[src/design/cds_cell.sv]
// One restoring-division cell: one quotient bit per cell, registered to the next cell.
`default_nettype none
module cds_cell #(
  parameter int DW = 32,
  parameter int LW = 1,
  parameter int QW = 31,
  parameter int SW = 1
) (
  input  wire logic          clk,
  input  wire logic          rst,
  input  wire logic          en,
  input  wire logic          prev_valid,
  input  wire logic [DW-1:0] prev_rem,
  input  wire logic [DW-1:0] prev_div,
  input  wire logic [LW-1:0] prev_low,
  input  wire logic [QW-1:0] prev_quo,
  input  wire logic [SW-1:0] prev_side,
  output logic               valid,
  output logic [DW-1:0]      rem,
  output logic [DW-1:0]      div,
  output logic [LW-1:0]      low,
  output logic [QW-1:0]      quo,
  output logic [SW-1:0]      side
);

  logic [DW:0]   trial;
  logic [DW:0]   diff;
  logic          fits;
  logic [DW-1:0] rem_next;

  // Remainder stays below the divisor, so the trial fits in DW+1 bits
  always_comb begin
    trial    = {prev_rem, prev_low[LW-1]};
    diff     = trial - {1'b0, prev_div};
    fits     = (trial >= {1'b0, prev_div});
    rem_next = fits ? diff[DW-1:0] : trial[DW-1:0];
  end

  always_ff @(posedge clk) begin
    if (rst) begin
      valid <= 1'b0;
    end else if (en) begin
      valid <= prev_valid;
    end
  end

  always_ff @(posedge clk) begin
    if (en) begin
      rem  <= rem_next;
      div  <= prev_div;
      low  <= prev_low << 1;
      quo  <= {prev_quo[QW-2:0], fits};
      side <= prev_side;
    end
  end

endmodule
`default_nettype wire

[config.mk]
export PLATFORM = sky130hd
export DESIGN_NAME = cds_cell
export DESIGN_NICKNAME = d
export VERILOG_FILES = /design/src/design/cds_cell.sv
export SDC_FILE = /design/constraint.sdc
export NUM_CORES = 1
export LEC_CHECK = 0
export BUFFER_PORTS_ARGS = -buffer_cell sky130_fd_sc_hd__buf_2
export CAP_MARGIN = 20
export CORE_UTILIZATION = 45
export DETAILED_ROUTE_END_ITERATION = 10
export GPL_ROUTABILITY_DRIVEN = 0
export GPL_TIMING_DRIVEN = 0
export PLACE_DENSITY_LB_ADDON = 0.15
export SLEW_MARGIN = 20
export SYNTH_ARGS = -nofsm -noshare
export SYNTH_HDL_FRONTEND = slang
export SYNTH_SLANG_ARGS = --single-unit
export TNS_END_PERCENT = 20
[constraint.sdc]
create_clock -name clk -period 3.6 [get_ports clk]
set_input_delay 0.72 -clock clk [delete_from_list [all_inputs] [get_ports clk]]
set_output_delay 0.72 -clock clk [all_outputs]
set_load 0.005 [all_outputs]
# Word-level counts from Yosys, hierarchy flattened
# Cells that the tools add are included.
dict set report classes {
  addsub 1
  order_cmp 1
  muxes 1
}
# op n
set ops {}
lappend ops {{greater-or-equal comparator 33 x 32 -> 1 bit} 1}
lappend ops {{2-to-1 mux 32 bit} 1}
lappend ops {{subtractor 32 bit} 1}
dict set report totals {
  reg_bits 97
  word_cells 8
}

# Depth between registers and ports, before layout
dict set report depth {
  ltp_word 2
  mapped_depth 13
}

# Worst setup path before layout
# OpenSTA, ideal clock, no wires.
dict set report synth_timing {
  path_type {input to register}
  from {input port prev_div[7]}
  to {register rem[13] (data pin)}
  setup_time_ps 262
  arrival_time_ps 3229
  t_required_ps 3338
  path_slack_ps 109
  path_stages 12
  n_path_buf 2
  cell_sequence {inv_1 ha_1 buf_2 nand4_1 or4_1 a21oi_1 nor3_1 a211oi_2 o21ai_2 o31ai_4 buf_4 mux2_1}
}
dict set report synth_via {
  elab_chain_cells 2
  word_cells_on_any_way 3
  classes_between {add/sub (1); order compare (1); mux (1)}
}
# element line_no
set synth_rtl {}
lappend synth_rtl {{start: declaration} 14} ;# input wire logic [DW-1:0] prev_div,
lappend synth_rtl {{subtractor 32 bit / greater-or-equal comparator 33 x 32 -> 1 bit (equally long branches)} {34, 35}}
lappend synth_rtl {{2-to-1 mux 32 bit *} 36} ;# rem_next = fits ? diff[DW-1:0] : trial[DW-1:0];
lappend synth_rtl {{net rem_next[13]} 29} ;# logic [DW-1:0] rem_next;
lappend synth_rtl {{end signal: assignment} 49} ;# rem <= rem_next;
lappend synth_rtl {{end: declaration} 19} ;# output logic [DW-1:0] rem,
# Mark *: on every way through the listed nets, which the timed path passes. The rest lies on a longest branch.
# A chain may end at the register's enable or synchronous reset.

# Worst setup path in the final report
dict set report layout_timing {
  from {input port prev_div[0]}
  to {register rem[30] (data pin)}
}
# The elaborated chain is that of the path after synthesis.

==> out/metrics.yaml <==
global_route:
  antenna_found_initial: 1
  grt_max_degree: 65
  grt_pass1_wl_mm: 17.9
  grt_overflow: 0
  grt_usage_pct: 20.3
  grt_pass1_vias: 3740
setup_path:
  critPathLaunchType: "primary input"
  r2r_slack_ns: 3.02
  path_class: "primary input to flip-flop"
  critPathCaptureType: "flip-flop"
  crit_fanout: 4
  arrival_ns: 3.53
  crit_required_ns: 3.69
finish:
  num_antenna_cells: 0
  multiInputGateArea_um2: 2010
  nNetsFinal: 787
  drive_gt1_share_pct: 36.3
  stdcell_count: 798
  syn2layout_area_growth_pct: 29.0
  fill_cells: 947
  seqCellArea_um2: 2900
routing:
  initialDrtViolationCount: 243
  drt-pass1-iter-count: 5
  postRouteAntennaNets: 0
  drcViolationCount: 0
  routed_wl_mm: 12.0
  num_vias: 4129
  viasPerCell: 5.17
  wl_per_cell_um: 15.1
clock_network:
  clk_latency_ns: 0.35
  clock-root-buffer: "clkbuf_16"
  cts.clk_slew.worst_paths_ns: 0.07
  clkSinkCount: 97
  cts_tree: "done"
  clock_path_buffers: 2
  cts_made_buffers: 9
  h-tree-depth: 3
synthesis:
  synth_area_per_cell_um2: 11.6
  synthDistinctLibCells: 49
  yosys_warnings: 0
  synth_edf_count: 96
  synth_largest_area_cell: "edfxtp_1"
  muxShareOfSynthArea_pct: 2.78
  synth_area_leaders: "edfxtp_1 (56%), ha_1 (7.8%), a21oi_1 (5.3%)"
  yosysMostFrequentCell: "edfxtp_1"
  synth_top_area_share_pct: 56.1
  synth_top_family_by_area: "compound AO/OA/AOI/OAI gates"
  synth_ff_type: "edfxtp_1"
  synth_commonest_cells: "edfxtp_1 (96), a21oi_1 (54), inv_1 (38)"
  synth_cells: 444
  yosys.area_share.simple_pct: 8.89
  syn_nets: 578
  synth-xor-area-share_pct: 4.61
  syn_area_um2: 5130
  async_reset_ff_share_pct: 0
  synth-seq-area-share_pct: 56.5
  synthAdderAreaFrac_pct: 8.19
  synth_compound_area_share_pct: 14.3
  ys_seq_elements: 97
sta:
  period_share_pct: 95.5
  setup_viol_count_final: 0
  period_needed_ns: 3.44
  slew_viol_final: 0
  hold_viol_final: 0
  finClkSkew_ns: 0
  layout_setup_ws_ns: 0.164
  rsz0062_at_grt: "true"
  max_freq_ghz: 0.291
  setup_tns_ns: 0
power_and_ir_drop:
  p_leak_nw: 2.99
  fin_total_pwr_mw: 2.95
  p_comb_share_pct: 22.5
  power.density_nw_per_um2: 446
  p_sw_uw: 788
  p_sw_share_pct: 26.7
  power_frac_seq_pct: 47.9
  p_int_mw: 2.16
  clock_power_share_pct: 29.6
  ir_worst_vdd_uv: 312
floorplan:
  core.rowCount: 38
  io_pins: 199
  core-area_um2: 11000
  dieArea_um2: 11800
  fp.dieH_um: 109
  die_w_um: 109
  initial_core_util_pct: 46.8
placement:
  dp.cells: 781
  place_hpwl_mm: 9.32
  io_buffers: 196
  dp_slack_ns: -0.538
flow_run:
  maxCapViolCount: 0
hold_path:
  hold_path.class: "flip-flop to flip-flop"
status:
  status: "complete, no violations"
worst max-delay path: stages:
cell and delay (ns):
buf_2 0.10, ha_1 0.22, fa_1 0.40, nand2b_1 0.18
a21oi_1 0.19, o21ai_1 0.17, o311a_1 0.38, a31oi_2 0.27
a21oi_1 0.20, o41ai_2 0.29, xor2_1 0.11, mux2_1 0.30
flip-flops by register name, summed over array words and instances, names as in the netlist:
signal and cells:
div 32, rem 32, side 1, quo 31
valid 1
timing repair:
item	CTS	global route
pin swaps	1	1
endpoints found under the setup margin	24	32
hold buffers	0	0
resized for setup	1	5
setup buffers	2	1
path summary, 6_finish.rpt:
| kind | start | to | cells after the start |
|---|---|---|---|
| setup / recovery | prev_div[0] | rem[30] | 12 |
| hold / removal | valid | valid | 2 |
| setup reg to reg | valid | valid | 2 |
| hold reg to reg | valid | valid | 2 |
stage by stage:
step                util [%]  cell area, um2  hold slack [ns]
floorplan                  -            5130            0.485
CTS                     60.2            6610            0.506
finish                  60.3            6630            0.502
global placement        57.3            6290            0.474
global route            60.3            6630            0.513
detailed placement      57.6            6320            0.487
layout by cell type (no fill, tap or decap), drive strengths merged, types with 2 or more instances in the layout:
master / instances
o31ai: 2
a211o: 2
a2bb2oi: 2
o22ai: 2
xor2: 11
o41ai: 2
nand2b: 4
nor2b: 2
a211oi: 4
nor3: 2
ha: 32
nand2: 27
nor2: 37
a21o: 12
and4: 2
o21ai: 17
mux2: 10
nand3: 8
clkbuf: 17
o211ai: 4
a31oi: 5
o21a: 6
xnor2: 16
inv: 39
o21bai: 3
nand4: 7
buf: 211
clkinvlp: 2
nor4: 4
mux2i: 3
edfxtp: 96
a21oi: 54
logic make-up (layout without fill, tap and decap cells):
group | count (synthesis) | after routing
and+or+nand+nor | 99 | 99
other | 1 | 1
DFF | 97 | 97
AOI/OAI and AO/OA | 118 | 118
buffers and inverters | 56 | 270
xor gates and xnor gates | 27 | 27
muxes | 13 | 13
adders and majority gates | 33 | 33
area by class of cell:
class                      instances  area share (%)
buffer                            16            1.40
clock buffer                      12            3.57
clock inverter                     4           0.434
inverter                          38            2.15
multi-input combinational        291            30.3
sequential                        97            43.8
tap                              140            2.64
timing repair buffer             200            15.7
power groups by stage:
stage | Combinational [mW] | Clock, mW | Sequential, mW
after CTS | 0.661 | 0.894 | 1.42
after global placement | 0.639 | 0 | 1.44
after detailed placement | 0.652 | 0 | 1.44
final | 0.663 | 0.875 | 1.41
after global routing | 0.737 | 0.939 | 1.43
after floorplan | 0.349 | 0 | 1.46
metal layers:
layer	vias to the layer above	wire, um	part of all wire (%)	GRT usage, %
li1	2047	-	-	-
met1	1887	5290	44	26.0
met2	181	5550	46	32.2
met3	14	1020	8.5	6.22
met4	0	167	1.4	7.43
met5	-	0	0	0
No activity file was read; power rests on OpenSTA's default activity.
